[config.mk]
export PLATFORM = sky130hd
export DESIGN_NAME = averaged_piecewise_linearizer
export DESIGN_NICKNAME = d
export VERILOG_FILES = /design/src/design/apl_pkg.sv /design/src/design/apl_queue.sv /design/src/design/apl_front.sv /design/src/design/apl_back.sv /design/src/design/averaged_piecewise_linearizer.sv
export SDC_FILE = /design/constraint.sdc
export NUM_CORES = 1
export LEC_CHECK = 0
export ABC_AREA = 1
export BUFFER_PORTS_ARGS = -buffer_cell sky130_fd_sc_hd__buf_2
export CAP_MARGIN = 25
export CORE_ASPECT_RATIO = 1.4
export CORE_MARGIN = 5
export CORE_UTILIZATION = 25
export CTS_CLUSTER_DIAMETER = 60
export DETAILED_ROUTE_END_ITERATION = 7
export PLACE_DENSITY_LB_ADDON = 0.15
export SLEW_MARGIN = 20
export SYNTH_ARGS = -nofsm -noshare
export SYNTH_HDL_FRONTEND = slang
export SYNTH_HIERARCHICAL = 1
export SYNTH_SLANG_ARGS = --single-unit
[constraint.sdc]
create_clock -name clk -period 4.95 [get_ports clk]
set_input_delay 0.495 -clock clk [delete_from_list [all_inputs] [get_ports clk]]
set_output_delay 0.495 -clock clk [all_outputs]
set_load 0.03 [all_outputs]
[src/design/apl_pkg.sv]
`default_nettype none

package apl_pkg;

	// Defaults for the top-level parameters.
	localparam int POINTS_DEF      = 5;
	localparam int DEGREE_STEP_DEF = 45;
	localparam int SAMPLE_BITS_DEF = 12;

	// Fixed field widths.
	localparam int BP_W       = 12;
	localparam int AVG_W      = 12;
	localparam int ANG_OUT_W  = 16;
	localparam int SEG_W      = 3;
	localparam int SEG_OUT_W  = 2;
	localparam int LOG2_W     = 3;
	localparam int CNT_W      = 7;

	// Configuration port.
	localparam int BP_REGS    = 5;
	localparam int CFG_ADDR_W = 3;
	localparam int CFG_DATA_W = 12;

	localparam logic [CFG_ADDR_W-1:0] CFG_AVG_LOG2 = 3'd0;
	localparam logic [CFG_ADDR_W-1:0] CFG_BP_FIRST = 3'd1;

	localparam logic [LOG2_W-1:0] AVG_LOG2_RESET = 3'd5;

	typedef enum logic [1:0] {
		ST_INTERP   = 2'd0,
		ST_CLAMP_LO = 2'd1,
		ST_CLAMP_HI = 2'd2,
		ST_NONE     = 2'd3
	} apl_status_t;

	// One classified average, handed from the front end to the back end.
	typedef struct packed {
		logic [AVG_W-1:0] average;
		apl_status_t      status;
		logic [SEG_W-1:0] seg;
		logic [BP_W-1:0]  diff;
		logic [BP_W-1:0]  span;
	} apl_req_t;

	function automatic logic [BP_W-1:0] bp_reset(input int idx);
		logic [BP_W-1:0] val;
		case (idx)
			0:       val = 12'd4095;
			1:       val = 12'd3071;
			2:       val = 12'd2047;
			3:       val = 12'd1023;
			default: val = 12'd0;
		endcase
		return val;
	endfunction

endpackage

`default_nettype wire

[src/design/apl_queue.sv]
`default_nettype none

module apl_queue #(
	parameter int WIDTH = 8
) (
	input  wire logic             clk,
	input  wire logic             arst_n,
	input  wire logic             push,
	input  wire logic [WIDTH-1:0] wdata,
	output logic                  full,
	input  wire logic             pop,
	output logic      [WIDTH-1:0] rdata,
	output logic                  empty
);

	logic [WIDTH-1:0] mem_q [2];
	logic             wr_ptr_q;
	logic             rd_ptr_q;
	logic [1:0]       count_q;
	logic             do_push;
	logic             do_pop;

	assign full    = (count_q == 2'd2);
	assign empty   = (count_q == 2'd0);
	assign do_push = push && !full;
	assign do_pop  = pop && !empty;
	assign rdata   = mem_q[rd_ptr_q];

	always_ff @(posedge clk) begin
		if (do_push) begin
			mem_q[wr_ptr_q] <= wdata;
		end
	end

	always_ff @(posedge clk or negedge arst_n) begin
		if (!arst_n) begin
			wr_ptr_q <= 1'b0;
			rd_ptr_q <= 1'b0;
			count_q  <= 2'd0;
		end else begin
			if (do_push) begin
				wr_ptr_q <= !wr_ptr_q;
			end
			if (do_pop) begin
				rd_ptr_q <= !rd_ptr_q;
			end
			if (do_push && !do_pop) begin
				count_q <= count_q + 2'd1;
			end else if (do_pop && !do_push) begin
				count_q <= count_q - 2'd1;
			end
		end
	end

endmodule

`default_nettype wire

[src/design/apl_front.sv]
`default_nettype none

module apl_front #(
	parameter int POINTS      = apl_pkg::POINTS_DEF,
	parameter int SAMPLE_BITS = apl_pkg::SAMPLE_BITS_DEF
) (
	input  wire logic                                  clk,
	input  wire logic                                  arst_n,
	input  wire logic                                  push,
	input  wire logic [SAMPLE_BITS-1:0]                sample,
	output logic                                       full,
	input  wire logic [apl_pkg::LOG2_W-1:0]            avg_log2,
	input  wire logic [POINTS-1:0][apl_pkg::BP_W-1:0]  bp,
	output logic                                       q_push,
	output apl_pkg::apl_req_t                          q_req,
	input  wire logic                                  q_full
);

	localparam int SUM_W = SAMPLE_BITS + apl_pkg::CNT_W;
	localparam int CMP_W = (SAMPLE_BITS > apl_pkg::BP_W) ? SAMPLE_BITS : apl_pkg::BP_W;
	localparam int TGT_W = apl_pkg::CNT_W + 1;
	localparam logic [SUM_W-1:0] SMAX_WIDE = SUM_W'((64'd1 << SAMPLE_BITS) - 64'd1);

	logic [SUM_W-1:0]            sum_q;
	logic [apl_pkg::CNT_W-1:0]   cnt_q;
	logic                        valid_s1;
	logic [SUM_W-1:0]            sum_s1;
	logic [apl_pkg::LOG2_W-1:0]  log2_s1;

	logic                        accept;
	logic [apl_pkg::CNT_W-1:0]   cnt_n;
	logic [TGT_W-1:0]            target;
	logic                        done;
	logic [SUM_W-1:0]            sum_n;
	logic [SUM_W-1:0]            avg_sh;
	logic [SAMPLE_BITS-1:0]      avg_sat;
	logic [CMP_W-1:0]            avg_c;
	logic [apl_pkg::BP_W-1:0]    avg12;

	assign full   = valid_s1 && q_full;
	assign q_push = valid_s1 && !q_full;
	assign accept = push && !full;
	assign cnt_n  = cnt_q + apl_pkg::CNT_W'(1);
	assign target = TGT_W'(1) << avg_log2;
	// A block ends when the count reaches the block size or wraps past 127.
	assign done   = (cnt_n == '0) || ({1'b0, cnt_n} >= target);
	assign sum_n  = sum_q + SUM_W'(sample);

	assign avg_sh  = sum_s1 >> log2_s1;
	assign avg_sat = (avg_sh > SMAX_WIDE) ? '1 : avg_sh[SAMPLE_BITS-1:0];
	assign avg_c   = CMP_W'(avg_sat);
	assign avg12   = avg_c[apl_pkg::BP_W-1:0];

	always_comb begin
		logic found;
		found         = 1'b0;
		q_req         = '0;
		q_req.average = apl_pkg::AVG_W'(avg_sat);
		q_req.status  = apl_pkg::ST_NONE;
		if (avg_c >= CMP_W'(bp[0])) begin
			q_req.status = apl_pkg::ST_CLAMP_LO;
		end else if (avg_c <= CMP_W'(bp[POINTS-1])) begin
			q_req.status = apl_pkg::ST_CLAMP_HI;
			q_req.seg    = apl_pkg::SEG_W'(POINTS - 2);
		end else begin
			for (int i = 0; i < POINTS - 1; i++) begin
				if (!found && avg_c <= CMP_W'(bp[i]) && avg_c >= CMP_W'(bp[i+1])) begin
					found        = 1'b1;
					q_req.status = apl_pkg::ST_INTERP;
					q_req.seg    = apl_pkg::SEG_W'(i);
					q_req.diff   = bp[i] - avg12;
					q_req.span   = bp[i] - bp[i+1];
				end
			end
		end
	end

	always_ff @(posedge clk or negedge arst_n) begin
		if (!arst_n) begin
			sum_q    <= '0;
			cnt_q    <= '0;
			valid_s1 <= 1'b0;
		end else begin
			if (accept) begin
				if (done) begin
					sum_q <= '0;
					cnt_q <= '0;
				end else begin
					sum_q <= sum_n;
					cnt_q <= cnt_n;
				end
			end
			if (accept && done) begin
				valid_s1 <= 1'b1;
			end else if (q_push) begin
				valid_s1 <= 1'b0;
			end
		end
	end

	always_ff @(posedge clk) begin
		if (accept && done) begin
			sum_s1  <= sum_n;
			log2_s1 <= avg_log2;
		end
	end

endmodule

`default_nettype wire

[src/design/apl_back.sv]
`default_nettype none

module apl_back #(
	parameter int POINTS      = apl_pkg::POINTS_DEF,
	parameter int DEGREE_STEP = apl_pkg::DEGREE_STEP_DEF
) (
	input  wire logic                              clk,
	input  wire logic                              arst_n,
	input  wire logic                              q_empty,
	input  wire apl_pkg::apl_req_t                 q_rdata,
	output logic                                   q_pop,
	output logic                                   empty,
	input  wire logic                              pop,
	output logic [apl_pkg::AVG_W-1:0]              average,
	output logic [apl_pkg::ANG_OUT_W-1:0]          angle_q8,
	output logic [apl_pkg::SEG_OUT_W-1:0]          segment,
	output logic [1:0]                             status
);

	localparam int FRAC_MAX = DEGREE_STEP * 256;
	localparam int Q_W      = $clog2(FRAC_MAX + 1);
	localparam int STEP_W   = $clog2(DEGREE_STEP + 1);
	localparam int PROD_W   = apl_pkg::BP_W + STEP_W;
	localparam int NUM_W    = PROD_W + 8;
	localparam int ANG_W    = $clog2((POINTS - 1) * FRAC_MAX + 1);
	localparam int QC_W     = $clog2(Q_W + 1);
	localparam logic [ANG_W-1:0] ANG_FULL = ANG_W'((POINTS - 1) * FRAC_MAX);

	typedef enum logic [1:0] {
		S_IDLE,
		S_MUL,
		S_DIV,
		S_DONE
	} state_t;

	state_t                    state_q;
	logic                      out_valid_q;
	apl_pkg::apl_req_t         req_q;
	logic [apl_pkg::BP_W-1:0]  rem_q;
	logic [Q_W-1:0]            low_q;
	logic [Q_W-1:0]            quot_q;
	logic [QC_W-1:0]           cnt_q;

	logic [PROD_W-1:0]         prod;
	logic [NUM_W-1:0]          num;
	logic [apl_pkg::BP_W:0]    trial;
	logic [apl_pkg::BP_W:0]    span_x;
	logic [apl_pkg::BP_W:0]    sub;
	logic                      ge;
	logic                      last;
	logic                      load;
	logic [ANG_W-1:0]          ang_interp;
	logic [ANG_W-1:0]          ang_sel;
	logic [apl_pkg::ANG_OUT_W-1:0] ang_out;

	assign q_pop = (state_q == S_IDLE) && !q_empty;
	assign empty = !out_valid_q;
	assign load  = (state_q == S_DONE) && (!out_valid_q || pop);

	// Numerator (b[i] - avg) * step * 256; the quotient never exceeds step * 256.
	assign prod   = PROD_W'(req_q.diff) * PROD_W'(DEGREE_STEP);
	assign num    = {prod, 8'h00};
	assign trial  = {rem_q, low_q[Q_W-1]};
	assign span_x = {1'b0, req_q.span};
	assign ge     = (trial >= span_x);
	assign sub    = trial - span_x;
	assign last   = (cnt_q == QC_W'(Q_W - 1));

	assign ang_interp = ANG_W'(req_q.seg) * ANG_W'(FRAC_MAX) + ANG_W'(quot_q);

	always_comb begin
		case (req_q.status)
			apl_pkg::ST_INTERP:   ang_sel = ang_interp;
			apl_pkg::ST_CLAMP_HI: ang_sel = ANG_FULL;
			default:              ang_sel = '0;
		endcase
		ang_out = (ang_sel > ANG_W'(32'hFFFF)) ? '1 : apl_pkg::ANG_OUT_W'(ang_sel);
	end

	always_ff @(posedge clk or negedge arst_n) begin
		if (!arst_n) begin
			state_q     <= S_IDLE;
			out_valid_q <= 1'b0;
			average     <= '0;
			angle_q8    <= '0;
			segment     <= '0;
			status      <= '0;
		end else begin
			case (state_q)
				S_IDLE: begin
					if (!q_empty) begin
						if (q_rdata.status == apl_pkg::ST_INTERP && q_rdata.span != '0) begin
							state_q <= S_MUL;
						end else begin
							state_q <= S_DONE;
						end
					end
				end
				S_MUL: begin
					state_q <= S_DIV;
				end
				S_DIV: begin
					if (last) begin
						state_q <= S_DONE;
					end
				end
				S_DONE: begin
					if (load) begin
						state_q <= S_IDLE;
					end
				end
				default: begin
					state_q <= S_IDLE;
				end
			endcase
			if (load) begin
				out_valid_q <= 1'b1;
				average     <= req_q.average;
				angle_q8    <= ang_out;
				segment     <= req_q.seg[apl_pkg::SEG_OUT_W-1:0];
				status      <= req_q.status;
			end else if (pop) begin
				out_valid_q <= 1'b0;
			end
		end
	end

	always_ff @(posedge clk) begin
		if (q_pop) begin
			req_q  <= q_rdata;
			quot_q <= '0;
		end
		if (state_q == S_MUL) begin
			rem_q <= apl_pkg::BP_W'(num[NUM_W-1:Q_W]);
			low_q <= num[Q_W-1:0];
			cnt_q <= '0;
		end
		if (state_q == S_DIV) begin
			rem_q  <= ge ? sub[apl_pkg::BP_W-1:0] : trial[apl_pkg::BP_W-1:0];
			low_q  <= low_q << 1;
			quot_q <= {quot_q[Q_W-2:0], ge};
			cnt_q  <= cnt_q + QC_W'(1);
		end
	end

endmodule

`default_nettype wire

[src/design/averaged_piecewise_linearizer.sv]
// Averaging angle converter.
// Input channel: raw converter readings are offered on sample with push and
// are taken whenever full is low. The block sums 2^average_log2 readings and
// turns the truncated mean into an angle in Q8.8 by linear interpolation over
// the calibration breakpoints, one result request per completed block.
// Result channel: while empty is low the oldest result request sits on
// average, angle_q8, segment and status; pop takes it.
// Configuration: cfg_wr_en writes cfg_wdata into register cfg_addr
// (0 = average_log2, 1..5 = breakpoints) at once; write only while idle.
// A completed block passes through the front-end stage, the request queue and
// the back-end states to the output register; nonzero-span interpolations run
// through the multiply state and the serial divider, whose quotient is 14 bits
// wide at a 45 degree step. The divider resolves one quotient bit per cycle and
// handles one request at a time, taking the next only after its result is loaded.
// Samples are taken every cycle except while a finished average waits in front
// of a full two-entry request queue between the accumulator and the divider.
// Reset clears the accumulator, the queue and the output register, and loads
// the default registers. When the receiver stalls, the result holds; the
// divider and then the queue fill, after which full rises.
`default_nettype none

module averaged_piecewise_linearizer #(
	parameter int POINTS      = apl_pkg::POINTS_DEF,
	parameter int DEGREE_STEP = apl_pkg::DEGREE_STEP_DEF,
	parameter int SAMPLE_BITS = apl_pkg::SAMPLE_BITS_DEF
) (
	input  wire logic                              clk,
	input  wire logic                              arst_n,
	input  wire logic                              push,
	input  wire logic [SAMPLE_BITS-1:0]            sample,
	output logic                                   full,
	output logic                                   empty,
	input  wire logic                              pop,
	output logic [apl_pkg::AVG_W-1:0]              average,
	output logic [apl_pkg::ANG_OUT_W-1:0]          angle_q8,
	output logic [apl_pkg::SEG_OUT_W-1:0]          segment,
	output logic [1:0]                             status,
	input  wire logic                              cfg_wr_en,
	input  wire logic [apl_pkg::CFG_ADDR_W-1:0]    cfg_addr,
	input  wire logic [apl_pkg::CFG_DATA_W-1:0]    cfg_wdata
);

	localparam int REQ_W = $bits(apl_pkg::apl_req_t);

	logic [apl_pkg::LOG2_W-1:0]          avg_log2_q;
	logic [POINTS-1:0][apl_pkg::BP_W-1:0] bp;

	apl_pkg::apl_req_t  front_req;
	apl_pkg::apl_req_t  back_req;
	logic [REQ_W-1:0]   q_wdata;
	logic [REQ_W-1:0]   q_rdata;
	logic               q_push;
	logic               q_full;
	logic               q_pop;
	logic               q_empty;

	// The sample-count register.
	always_ff @(posedge clk or negedge arst_n) begin
		if (!arst_n) begin
			avg_log2_q <= apl_pkg::AVG_LOG2_RESET;
		end else if (cfg_wr_en && cfg_addr == apl_pkg::CFG_AVG_LOG2) begin
			avg_log2_q <= cfg_wdata[apl_pkg::LOG2_W-1:0];
		end
	end

	// Breakpoint registers. Points beyond the register list have no storage
	// and read as zero.
	for (genvar i = 0; i < POINTS; i++) begin : gen_bp
		if (i < apl_pkg::BP_REGS) begin : g_reg
			logic [apl_pkg::BP_W-1:0] bp_q;
			always_ff @(posedge clk or negedge arst_n) begin
				if (!arst_n) begin
					bp_q <= apl_pkg::bp_reset(i);
				end else if (cfg_wr_en &&
				             cfg_addr == apl_pkg::CFG_ADDR_W'(apl_pkg::CFG_BP_FIRST + i)) begin
					bp_q <= cfg_wdata[apl_pkg::BP_W-1:0];
				end
			end
			assign bp[i] = bp_q;
		end else begin : g_zero
			assign bp[i] = '0;
		end
	end

	apl_front #(
		.POINTS      (POINTS),
		.SAMPLE_BITS (SAMPLE_BITS)
	) u_front (
		.clk      (clk),
		.arst_n   (arst_n),
		.push     (push),
		.sample   (sample),
		.full     (full),
		.avg_log2 (avg_log2_q),
		.bp       (bp),
		.q_push   (q_push),
		.q_req    (front_req),
		.q_full   (q_full)
	);

	assign q_wdata  = front_req;
	assign back_req = apl_pkg::apl_req_t'(q_rdata);

	apl_queue #(
		.WIDTH (REQ_W)
	) u_queue (
		.clk    (clk),
		.arst_n (arst_n),
		.push   (q_push),
		.wdata  (q_wdata),
		.full   (q_full),
		.pop    (q_pop),
		.rdata  (q_rdata),
		.empty  (q_empty)
	);

	apl_back #(
		.POINTS      (POINTS),
		.DEGREE_STEP (DEGREE_STEP)
	) u_back (
		.clk      (clk),
		.arst_n   (arst_n),
		.q_empty  (q_empty),
		.q_rdata  (back_req),
		.q_pop    (q_pop),
		.empty    (empty),
		.pop      (pop),
		.average  (average),
		.angle_q8 (angle_q8),
		.segment  (segment),
		.status   (status)
	);

endmodule

`default_nettype wire

# Yosys cells after proc, flatten, opt, wreduce, memory -nomap -nowiden
# Memory sizes are Yosys's and may differ from the RTL's.
# Index checks and enable logic that the tools add are counted.
# classes
magnitude_cmp	14
mux	44
n_mul	2
shifts	2
n_eq_ne	14
add_sub_neg	15
reduce_logical	50
# op_table
operator	count
two-way mux 29 bit	4
subtractor 12 bit	9
greater-or-equal comparator 12 bit	5
less-or-equal comparator 12 bit	5
two-way mux 14 bit	4
two-way mux 12 bit	4
one-hot mux 16 bit (2 select lines)	1
two-way mux 27 bit	1
logical AND 1 bit	24
two-way mux 24 bit	1
adder 19 x 12 -> 19 bit	1
greater-than comparator 19 x 12 -> 1 bit, second input constant	1
two-way mux 19 bit	1
>> shifter 19 x 3 -> 19 bit	1
multiplier 12 x 6 -> 18 bit, second input constant	1
adder 16 x 14 -> 16 bit	1
greater-than comparator 16 bit, second input constant	1
two-way mux 16 bit	1
two-way mux 1 bit	15
two-way mux 2 bit	7
greater-or-equal comparator 13 x 12 -> 1 bit	1
nonzero test 12 bit	1
zero test 1 bit	11
nonzero test 2 bit	5
other kinds (24)	35
# totals
inputBits	32
ram_bits	82
n_memories	1
register_bits	228
# mem_list
memory	depth	width	read_ports	rd_clocked_by_memory_dff	write_ports	line	source
u_queue.mem_q	2	41	1	0	1	apl_queue.sv:16	logic [WIDTH-1:0] mem_q [2];

# Depth between registers and ports, before layout
# Gate-level depths: netlist of run 1.
# depth
depth_word	26
depth_mapped	28

# Cells and area by module
# The synthesis of run 1 kept the hierarchy.
# by_module_without_submodules
mod	area_per_inst_um2	cells_per_inst	seq_area_each_um2	n_inst
apl_front	8838.5	1315	1336.3	1
apl_back	6900.4	751	3188.1	1
apl_queue	3228.1	246	2562.5	1
averaged_piecewise_linearizer	2578.7	288	1634.1	1

# Worst setup path before layout of run 1
# No wires, ideal clock.
# synth_timing
kind	register -> register
from	register u_front/log2_s1[0] (netlist bit)
to	memory u_queue/mem_q[0][20] (netlist bit) (data pin)
synth_period_minus_slack_ps	4369
setup_slack_ps	581
stages_incl_launch_ff	27
n_path_buf	2
arrival_time_ps	4113
path_cell_list	edfxtp_1 > buf_6 > nand2_1 > nand3_1 > nand2_1 > nand2_1 > o21ai_4 > and2_1 > clkinv_1 > a21oi_1 > inv_1 > fa_1 > o21ai_0 > a21oi_1 > o21ai_0 > nand4_1 > nand2_1 > nand2_1 > nand2_1 > nand2_2 > nand2_4 > nand4_4 > nor2_8 > buf_6 > nand2_1 > nand2_1 > nor2_1
# synth_lines
item	line	source
start, declared	apl_front.sv:28	logic [apl_pkg::LOG2_W-1:0] log2_s1;
start signal, assigned	apl_front.sv:104	log2_s1 <= avg_log2;
end, declared	apl_queue.sv:16	

==> impl_results.md, run 1 <==
- Max Clock Freq: around 220 MHz
- Maximum number of pins on one net before global-route repair: 85
- Period utilisation layout: between 90% and 100%
- Average wire per standard cell: 18.09 um
- Vias in the first global route: ~18k
- Yosys Warn Count: 6
- Outcome: complete, no violations
- Max_cap viols: 0
- Share of layout cells above drive strength 1: 11.50%
- Core Area: around 86000 um2
- CP peak stage delay: 0.49 ns
- # DRC: 0
- Post-synth EDFFs: approximately 180
- Post-synth ARST share: about two fifths
- Synth unique cells: 66
- Final critical-path required period: around 4.6 ns
- Netlist area before placement: approximately 22000 um2
- Die W: between 200 and 300 um
- Slowest CP cell: edfxtp_1
- Vias: approximately 17k
- Die area: 92240 um2
- Vias/cell: approximately 4.6
- # clock sinks: 310
- Routed WL: 69.21 mm
- Hold_buf cts: 0
- Fill cells: roughly 9.2k
- Final setup vio count: 0
- Clock Root Buffer: clkbuf_16
- Req. time, crit path: around 5.3 ns
- Crit path max fanout: 12
- Overall global routing resource usage: about 15%
- Main synth FF type: edfxtp_1
- I/O Buffers: 65
- Slew Viols, Final: 0
- GPL Wtd Cong: around 0.9
- TritonCTS clock tree: done
- Area delta synth->final: 14.49%
- Site Rows: between 100 and 150
- Syn_area_per_cell: ~8.3 um2
- Finished Layout Cells: 3827
- Setup crit end kind: flip-flop
- Post-Syn Nets: 2845
- Drt initial violations: approximately 920
- Post-synthesis sequential area ratio: between 40 and 50%
- DPL Wire Length: between 50 and 60 mm
- H-tree depth: 2
- Slew @ Worst Pin: around 0.9 ns
- Startpoint Class: flip-flop
- Initial antenna violation count: 2
- Placed cell count: ~3.7k
- DP Area: between 20000 and 25000 um2
- Final-report hold violation count: 0
- Die Y: between 300 and 400 um
- Synthesis-stage register bit count: 310
- Overflow after GRT: 0
- Crit path arrival time: just under 5 ns
- Most frequent CP cell: nand2_1
- Remaining antenna violation count: 0
- Clock Pin Slew Worst Setup and Hold Paths: around 0.060 ns
- Layout Skew: approximately 0.032 ns
- Cells after Synth: 2600
- First-pass GRT wire length: approximately 110 mm
- Worst Setup Path Type: reg -> reg
- Final Cell Area: 24670 um2
- Clk buf depth: 3
- CTS buffer count: 40
- Type of the worst min-delay path: in -> async
- DR pass1 iterations: 6
- Worst-Skew Late Latency: 0.57 ns
- Max_slew headroom: 37.95%
- Fin nets: 2944
- Initial Util: between 20% and 30%
- I/O pins: 66
-- metrics by stage --
stage / util (%) / setup slack [ns] / TNS [ns] / hold slack (ns)
2_1_floorplan: - / 0.5806 / 0 / 0.1994
3_3_place_gp: 27.14 / 0.1642 / 0 / 0.4345
3_5_place_dp: 27.14 / 0.02764 / 0 / 0.4276
4_1_cts: 28.65 / 0.01417 / 0 / 0.05087
5_1_grt: 28.80 / -0.01047 / -0.01613 / 0.09677
6_report: 28.80 / 0.3694 / 0 / 0.03463
-- synthesized netlist by cell type, drive strengths merged, types with 4 or more instances --
cell / count / area, um2
nand2: 789 / 3025
inv: 330 / 1239
nand3: 213 / 1129
ha: 188 / 2352
edfxtp: 181 / 5435
a21oi: 146 / 734.5
nor2: 137 / 580.6
dfrtp: 83 / 2077
o21ai: 83 / 430.4
xor2: 68 / 595.6
buf: 54 / 390.4
nand4: 53 / 365.4
dfstp: 46 / 1209
xnor2: 34 / 297.8
fa: 25 / 500.5
nor3: 18 / 95.09
or2: 18 / 112.6
a22o: 15 / 131.4
clkbuf: 15 / 56.30
nand3b: 14 / 105.1
o21bai: 13 / 97.59
a32o: 10 / 100.1
a21o: 8 / 60.06
o211ai: 7 / 52.55
a21boi: 6 / 45.05
nor4: 6 / 37.54
and2: 5 / 31.28
o21a: 5 / 37.54
o22ai: 5 / 31.28
a211oi: 4 / 30.03
a31oi: 4 / 25.02
-- flip-flops by register name, indices dropped and copies added (netlist names), 3 cells and up --
| signal | count |
|---|---|
| u_back/average | 12 |
| u_back/cnt_q | 4 |
| u_front/sum_s1 | 19 |
| u_front/sum_q | 19 |
| u_back/low_q | 6 |
| u_back/angle_q8 | 16 |
| u_front/cnt_q | 7 |
| u_queue/mem_q | 82 |
| u_back/rem_q | 12 |
| u_back/quot_q | 14 |
| u_back/req_q | 41 |
| gen_bp.g_reg.bp_q | 60 |
| avg_log2_q | 3 |
| u_front/log2_s1 | 3 |
-- worst max-delay path: cells and delay by family (launching register included) --
family                   cells  cell delay, ns
AO/OA/AOI/OAI                6            1.10
adder cells (fa/ha/maj)      2            0.63
buffers and inverters        4            0.59
AND/OR/NAND/NOR             14            1.58
flip-flops                   1            0.49
-- path summary, 6_finish.rpt --
path / cells past startpoint / slack (ns) / startpoint / to
min: 1 / 0.03 / arst_n / u_back/average[3]$_DFFE_PN0P_
min in group clk: 3 / 0.21 / cfg_wdata[10] / gen_bp[2].g_reg.bp_q[10]$_DFFE_PN1P_
max reg2reg: 26 / 0.37 / u_front/log2_s1[0]$_DFFE_PP_ / u_queue/mem_q[0][14]$_DFFE_PP_
max: 26 / 0.37 / u_front/log2_s1[0]$_DFFE_PP_ / u_queue/mem_q[0][14]$_DFFE_PP_
max in group asynchronous: 2 / 3.72 / arst_n / u_front/sum_q[17]$_DFFE_PN0P_
min reg2reg: 2 / 0.44 / u_back/req_q[35]$_DFFE_PP_ / u_back/average[6]$_DFFE_PN0P_
-- cells in the final DEF (no fill, tap or decap), types with 10 or more instances in the layout --
| cell | count |
|---|---|
| xnor2_1 | 34 |
| nor2_2 | 18 |
| clkbuf_16 | 41 |
| nand2_2 | 10 |
| xor2_1 | 68 |
| edfxtp_1 | 181 |
| a21oi_1 | 142 |
| buf_4 | 53 |
| nand2_1 | 775 |
| fa_1 | 25 |
| nand4_1 | 49 |
| o21ai_1 | 17 |
| or2_2 | 16 |
| inv_1 | 324 |
| a32o_1 | 10 |
| nor3_1 | 17 |
| dfstp_2 | 46 |
| nand3_1 | 205 |
| o21bai_1 | 13 |
| ha_1 | 188 |
| a22o_1 | 15 |
| clkbuf_1 | 11 |
| buf_2 | 64 |
| o21ai_0 | 63 |
| nand3b_1 | 14 |
| dfrtp_1 | 83 |
| nor2_1 | 114 |
-- cell type report --
class / count / area [um2] / area share (%)
inverters: 332 / 1251 / 5.072
well taps: 1096 / 1371 / 5.559
flip-flops and latches: 310 / 8721 / 35.35
clock inverters: 17 / 161.4 / 0.6543
clock buffers: 56 / 1122 / 4.550
diodes: 1 / 2.502 / 0.01014
repair buffers: 123 / 813.3 / 3.297
multi-input cells: 1892 / 11230 / 45.51
-- layer usage --
layer	routed length [um]	global-route usage, %	vias to the layer above
met2	36580	28.49	330
li1	-	-	8833
met3	2459	2.104	126
met1	26600	16.27	8180
met5	13	0	-
met4	3560	6.603	2
-- kinds of logic after synthesis --
logic type / Yosys count / share of synthesized area [%]
AND/OR/NAND/NOR: 1255 / 25.51
buffers and inverters: 401 / 7.863
AO/OA/AOI/OAI: 316 / 8.653
flip-flops: 310 / 40.48
adder cells (fa/ha/maj): 213 / 13.24
XOR/XNOR: 102 / 4.146
multiplexers: 2 / 0.09292
other: 1 / 0.01740
-- what timing repair did --
item / in CTS / in global routing
setup endpoints to repair: 4 / 54
pin swaps: 1 / 3
gates cloned: 1 / 2
gates resized for setup: 0 / 19
buffers inserted: 0 / 2
Power of run 1 is not shown: default switching activity piles up to over one toggle a cycle in this logic, so the estimate is an artifact.
==> run 2, diff against run 1 <==
--- a/config.mk
+++ b/config.mk
@@ -14,6 +14,7 @@
 export CTS_CLUSTER_DIAMETER = 60
 export DETAILED_ROUTE_END_ITERATION = 7
 export PLACE_DENSITY_LB_ADDON = 0.15
+export SETUP_SLACK_MARGIN = 0.4
 export SLEW_MARGIN = 20
 export SYNTH_ARGS = -nofsm -noshare
 export SYNTH_HDL_FRONTEND = slang
==> impl_results.md, run 2 (synthesis gave the netlist of run 1 again) <==
- Maximum number of pins on one net before global-route repair: 85
- Final setup vio count: 0
- Final-report hold violation count: 0
- Final Cell Area: around 25000 um2
- Die W: about 260 um
- Type of the worst min-delay path: in -> async
- Largest register FFs: 82
- Drt initial violations: between 900 and 1k
- Slew Viols, Final: 0
- Hold_buf cts: 0
- Vias: ~18k
- Critical Path End: u_queue/mem_q[0][15]$_DFFE_PP_
- TritonCTS clock tree: done
- Max_cap viols: 0
- Overall global routing resource usage: around 15%
- GPL Wtd Cong: 0.9100
- DP Area: 23240 um2
- Routed WL: around 70 mm
- Layout Skew: about 0.031 ns
- R2r worst-path depth: 28
- Worst r2r src: u_front/log2_s1[0]$_DFFE_PP_
- Core Area: 85650 um2
- First-pass GRT wire length: 107.5 mm
- I/O Buffers: 65
- Clock Pin Slew Worst Setup and Hold Paths: 0.06 ns
- Remaining antenna violation count: 0
- Max_slew headroom: between 30% and 40%
- Crit path arrival time: between 4 and 5 ns
- Clk buf depth: 3
- Reg2reg setup slack: about 0.64 ns
- Final critical-path required period: roughly 4.3 ns
- # clock sinks: between 300 and 400
- Die Y: between 300 and 400 um
- Worst R2R End: u_queue/mem_q[0][15]$_DFFE_PP_
- RSZ-0062 raised after global routing: yes
- Initial Util: approximately a quarter
- Fin nets: a little under 3k
- # DRC: 0
- Util after Layout: between 20 and 30%
- Setup TNS: 0 ns
- Period utilisation layout: between 80% and 90%
- Crit path max fanout: 8
- Commonest cells after routing, fill and taps aside: nand2_1, inv_1, nand3_1
- CTS buffer count: 40
- Die area: between 90000 and 100000 um2
- Outcome: complete, no violations
- Slowest CP cell: edfxtp_1
- H-tree depth: 2
- Overflow after GRT: 0
- Slew @ Worst Pin: roughly 0.94 ns
- CP peak stage delay: roughly 0.5 ns
- Top Registers: u_queue/mem_q x82, gen_bp.g_reg.bp_q x60, u_back/req_q x41
- Initial antenna violation count: 2
- Vias in the first global route: 17.89k
- Finished Layout Cells: ~3.8k
- Average wire per standard cell: about 18 um
- Clock Root Buffer: clkbuf_16
- Worst-Skew Late Latency: 0.57 ns
- Placed cell count: roughly 3.7k
- Area delta synth->final: 15.53%
- Crit. Startpoint: u_front/log2_s1[0]$_DFFE_PP_
- Most flops, register: u_queue/mem_q
- Max Clock Freq: 232.2 MHz
- Most frequent CP cell: nand2_1
- Setup crit end kind: flip-flop
- Worst Setup Path Type: reg -> reg
- Req. time, crit path: 5.34 ns
- Share of layout cells above drive strength 1: 13.09%
- I/O pins: 66
- Most common cell after layout, fill and taps aside: nand2_1
- DPL Wire Length: 55.65 mm
- Startpoint Class: flip-flop
- Vias/cell: roughly 4.6
- Site Rows: around 130
- DR pass1 iterations: 6
## run 2: cell count changes in the layout (fill, tap and decap cells not counted), moves of 5 or more
cell / previous run / this run
o21ai_2: 2 / 7
buf_4: 53 / 66
a21oi_1: 142 / 131
a21oi_2: 4 / 15
o21ai_0: 63 / 58
## run 2: through the flow
stage	hold WS, ns	setup slack [ns]
2_1_floorplan	0.1994	0.5806
3_3_place_gp	0.4345	0.1642
3_5_place_dp	0.4276	0.02764
4_1_cts	0.05087	0.4022
5_1_grt	0.09677	0.3563
6_report	0.03419	0.6439
## run 2: worst min path at each step
stage | cells past startpoint | slack, ns | end | startpoint
CTS | 1 | 0.05 | u_back/angle_q8[10]$_DFFE_PN0P_ | arst_n
floorplan | 0 | 0.20 | avg_log2_q[1]$_DFFE_PN0P_ | arst_n
finish | 1 | 0.03 | u_back/average[3]$_DFFE_PN0P_ | arst_n
global placement | 2 | 0.43 | u_back/average[2]$_DFFE_PN0P_ | u_back/req_q[31]$_DFFE_PP_
detailed placement | 2 | 0.43 | u_back/average[7]$_DFFE_PN0P_ | u_back/req_q[36]$_DFFE_PP_
global route | 1 | 0.1 | u_back/average[1]$_DFFE_PN0P_ | arst_n
## run 2: cell type report
| class | instances | area (um2) |
|---|---|---|
| Antenna cell | 1 | 2.502 |
| Multi-Input combinational cell | 1893 | 11360 |
| Timing Repair Buffer | 135 | 897.1 |
| Clock inverter | 17 | 161.4 |
| Tap cell | 1096 | 1371 |
| Fill cell | 9165 | 60760 |
| Inverter | 332 | 1256 |
| Clock buffer | 56 | 1122 |
| Sequential cell | 310 | 8721 |
## run 2: what timing repair did
action,4_1_cts,5_1_grt
pin swaps,3,10
endpoints found under the setup margin,52,54
gates cloned,4,0
gates resized for setup,20,39
buffers inserted,4,10
## run 2: worst max-delay path, delay by kind of cell (launching register included)
kind | cells | cell delay [ns]
AOI/OAI and AO/OA | 5 | 0.88
adders and majority gates | 1 | 0.29
buffers and inverters | 6 | 0.71
DFF | 1 | 0.50
and+or+nand+nor | 16 | 1.73
## run 2: per-layer routing
layer / GRT usage [%] / routed length, um / up-vias
li1: - / - / 8855
met2: 28.89 / 37080 / 344
met4: 6.421 / 3365 / 2
met1: 16.28 / 26650 / 8305
met3: 2.055 / 2436 / 122
met5: 0 / 13 / -
Power of run 2 is left out for the same reason.
==> run 3, diff against run 2 <==
--- a/config.mk
+++ b/config.mk
@@ -6,13 +6,13 @@
 export NUM_CORES = 1
 export LEC_CHECK = 0
 export ABC_AREA = 1
-export BUFFER_PORTS_ARGS = -buffer_cell sky130_fd_sc_hd__buf_2
 export CAP_MARGIN = 25
 export CORE_ASPECT_RATIO = 1.4
 export CORE_MARGIN = 5
 export CORE_UTILIZATION = 25
 export CTS_CLUSTER_DIAMETER = 60
 export DETAILED_ROUTE_END_ITERATION = 7
+export DONT_BUFFER_PORTS = 1
 export PLACE_DENSITY_LB_ADDON = 0.15
 export SETUP_SLACK_MARGIN = 0.4
 export SLEW_MARGIN = 20
==> impl_results.md, run 3 (synthesis gave the netlist of run 1 again) <==
- Core Area: around 86000 um2
- Startpoint Class: flip-flop
- Final setup vio count: 0
- Top Registers: u_queue/mem_q x82, gen_bp.g_reg.bp_q x60, u_back/req_q x41
- H-tree depth: 2
- # DRC: 0
- Type of the worst min-delay path: in -> reg
- Initial Util: around 25%
- Most common cell after layout, fill and taps aside: nand2_1
- Layout Skew: ~0.035 ns
- Die area: between 90000 and 100000 um2
- Placed cell count: 3674
- Overflow after GRT: 0
- Vias in the first global route: about 18k
- CTS buffer count: between 40 and 50
- Area delta synth->final: 15.49%
- Clock Root Buffer: clkbuf_16
- Die Y: roughly 360 um
- Fill cells: 9246
- Max Clock Freq: 231.0 MHz
- Average wire per standard cell: approximately 19 um
- First-pass GRT wire length: 107.6 mm
- Worst r2r src: u_front/log2_s1[0]$_DFFE_PP_
- Worst setup margin: roughly 0.62 ns
- I/O pins: 66
- Req. time, crit path: about 5.3 ns
- Final critical-path required period: 4.330 ns
- Slew @ Worst Pin: between 0.9 and 1 ns
- RSZ-0062 raised after global routing: no
- Slew Viols, Final: 0
- Clk buf depth: 3
- Post-place setup slack: 0.004206 ns
- Crit path max fanout: 10
- Outcome: complete, no violations
- Worst Setup Path Type: reg -> reg
- Hold Crit Start: cfg_wdata[5]
- Diodes inserted: 0
- Max_cap viols: 0
- TritonCTS clock tree: done
- Max_slew headroom: a little over a third
- Final-report hold violation count: 0
- Clock Pin Slew Worst Setup and Hold Paths: about 0.060 ns
- Period utilisation layout: 87.47%
- I/O Buffers: 0
- Largest register FFs: between 80 and 90
- DR pass1 iterations: 5
- Commonest cells after routing, fill and taps aside: nand2_1, inv_1, nand3_1
- DPL Wire Length: ~56 mm
- Most flops, register: u_queue/mem_q
- Overall global routing resource usage: between 10% and 20%
- Crit. Startpoint: u_front/log2_s1[0]$_DFFE_PP_
- Share of layout cells above drive strength 1: between 10% and 20%
- Drt initial violations: ~860
- # clock sinks: 310
- Worst-Skew Late Latency: 0.59 ns
- Die W: approximately 260 um
- Site Rows: about 130
- Vias: roughly 18k
- Finished Layout Cells: 3790
- Setup crit end kind: flip-flop
- Initial antenna violation count: 0
- GPL Wtd Cong: 0.9191
- Maximum number of pins on one net before global-route repair: 130
- Routed WL: around 71 mm
- Remaining antenna violation count: 0
- Crit path arrival time: roughly 4.6 ns
- Fin nets: slightly below 3k
- Vias/cell: ~4.6
- Setup TNS: 0 ns
[run 3: cell count changes in the layout (fill, tap and decap cells not counted), moves of 5 or more]
cell	change
buf_2	-64
buf_4	-10
nor2_1	-5
inv_8	+5
dlygate4sd3_1	+15
[run 3: stage by stage]
stage          hold slack (ns)  cell area (um2)  utilization (%)
4_1_cts             0.00007594            24580            28.70
6_report               0.03600            24880            29.05
3_5_place_dp            0.2139            22850            26.68
3_3_place_gp            0.2144            22830            26.66
5_1_grt                0.01476            24880            29.05
2_1_floorplan           0.1994            21550                -
[run 3: metal layers]
layer / track usage [%] / routed length, um / up-vias
li1: - / - / 8769
met1: 16.44 / 27100 / 8314
met2: 29.20 / 37780 / 344
met3: 1.885 / 2366 / 139
met4: 6.624 / 3763 / 0
met5: 0 / 0 / -
[run 3: what timing repair did]
item,in CTS,in global routing
hold buffers,16,0
gates resized for setup,14,64
endpoints found under the hold margin,146,0
pin swaps,3,12
endpoints found under the setup margin,54,54
buffers inserted,3,11
cloned,4,2
[run 3: path summary, 6_finish.rpt]
check / depth (start not counted) / slack (ns) / end
worst max-delay path: 22 / 0.62 / u_queue/mem_q[0][11]$_DFFE_PP_
worst min-delay path: 2 / 0.04 / gen_bp[1].g_reg.bp_q[5]$_DFFE_PN1P_
worst max register to register: 22 / 0.62 / u_queue/mem_q[0][11]$_DFFE_PP_
worst min register to register: 2 / 0.45 / u_back/average[1]$_DFFE_PN0P_
max in group asynchronous: 2 / 3.67 / u_queue/count_q[0]$_DFFE_PN0P_
min in group asynchronous: 2 / 0.53 / u_back/status[1]$_DFFE_PN0P_
[run 3: critical path, cell delays in order (launching register included)]
cell and delay [ns]:
edfxtp_1 0.51, inv_2 0.18, buf_4 0.19, nand2_1 0.06
nand2_1 0.09, o21ai_0 0.11, o21ai_0 0.36, nor2_4 0.14
ha_1 0.39, inv_1 0.09, nor3_1 0.20, buf_4 0.17
nand3_1 0.06, nor4_1 0.20, nand4_1 0.24, nand3_4 0.21
nand2_8 0.10, buf_4 0.18, buf_4 0.14, nand3_4 0.12
nand3_1 0.08, a21oi_1 0.17, nor2_1 0.07
[run 3: layout make-up]
cell class	instances	area, um2	share of cell area [%]
multi-input combinational	1895	11430	45.92
timing repair buffer	77	658.1	2.645
inverter	332	1256	5.048
tap	1096	1371	5.511
clock inverter	26	314.1	1.262
clock buffer	54	1137	4.571
sequential	310	8721	35.05
Power of run 3 is left out for the same reason.
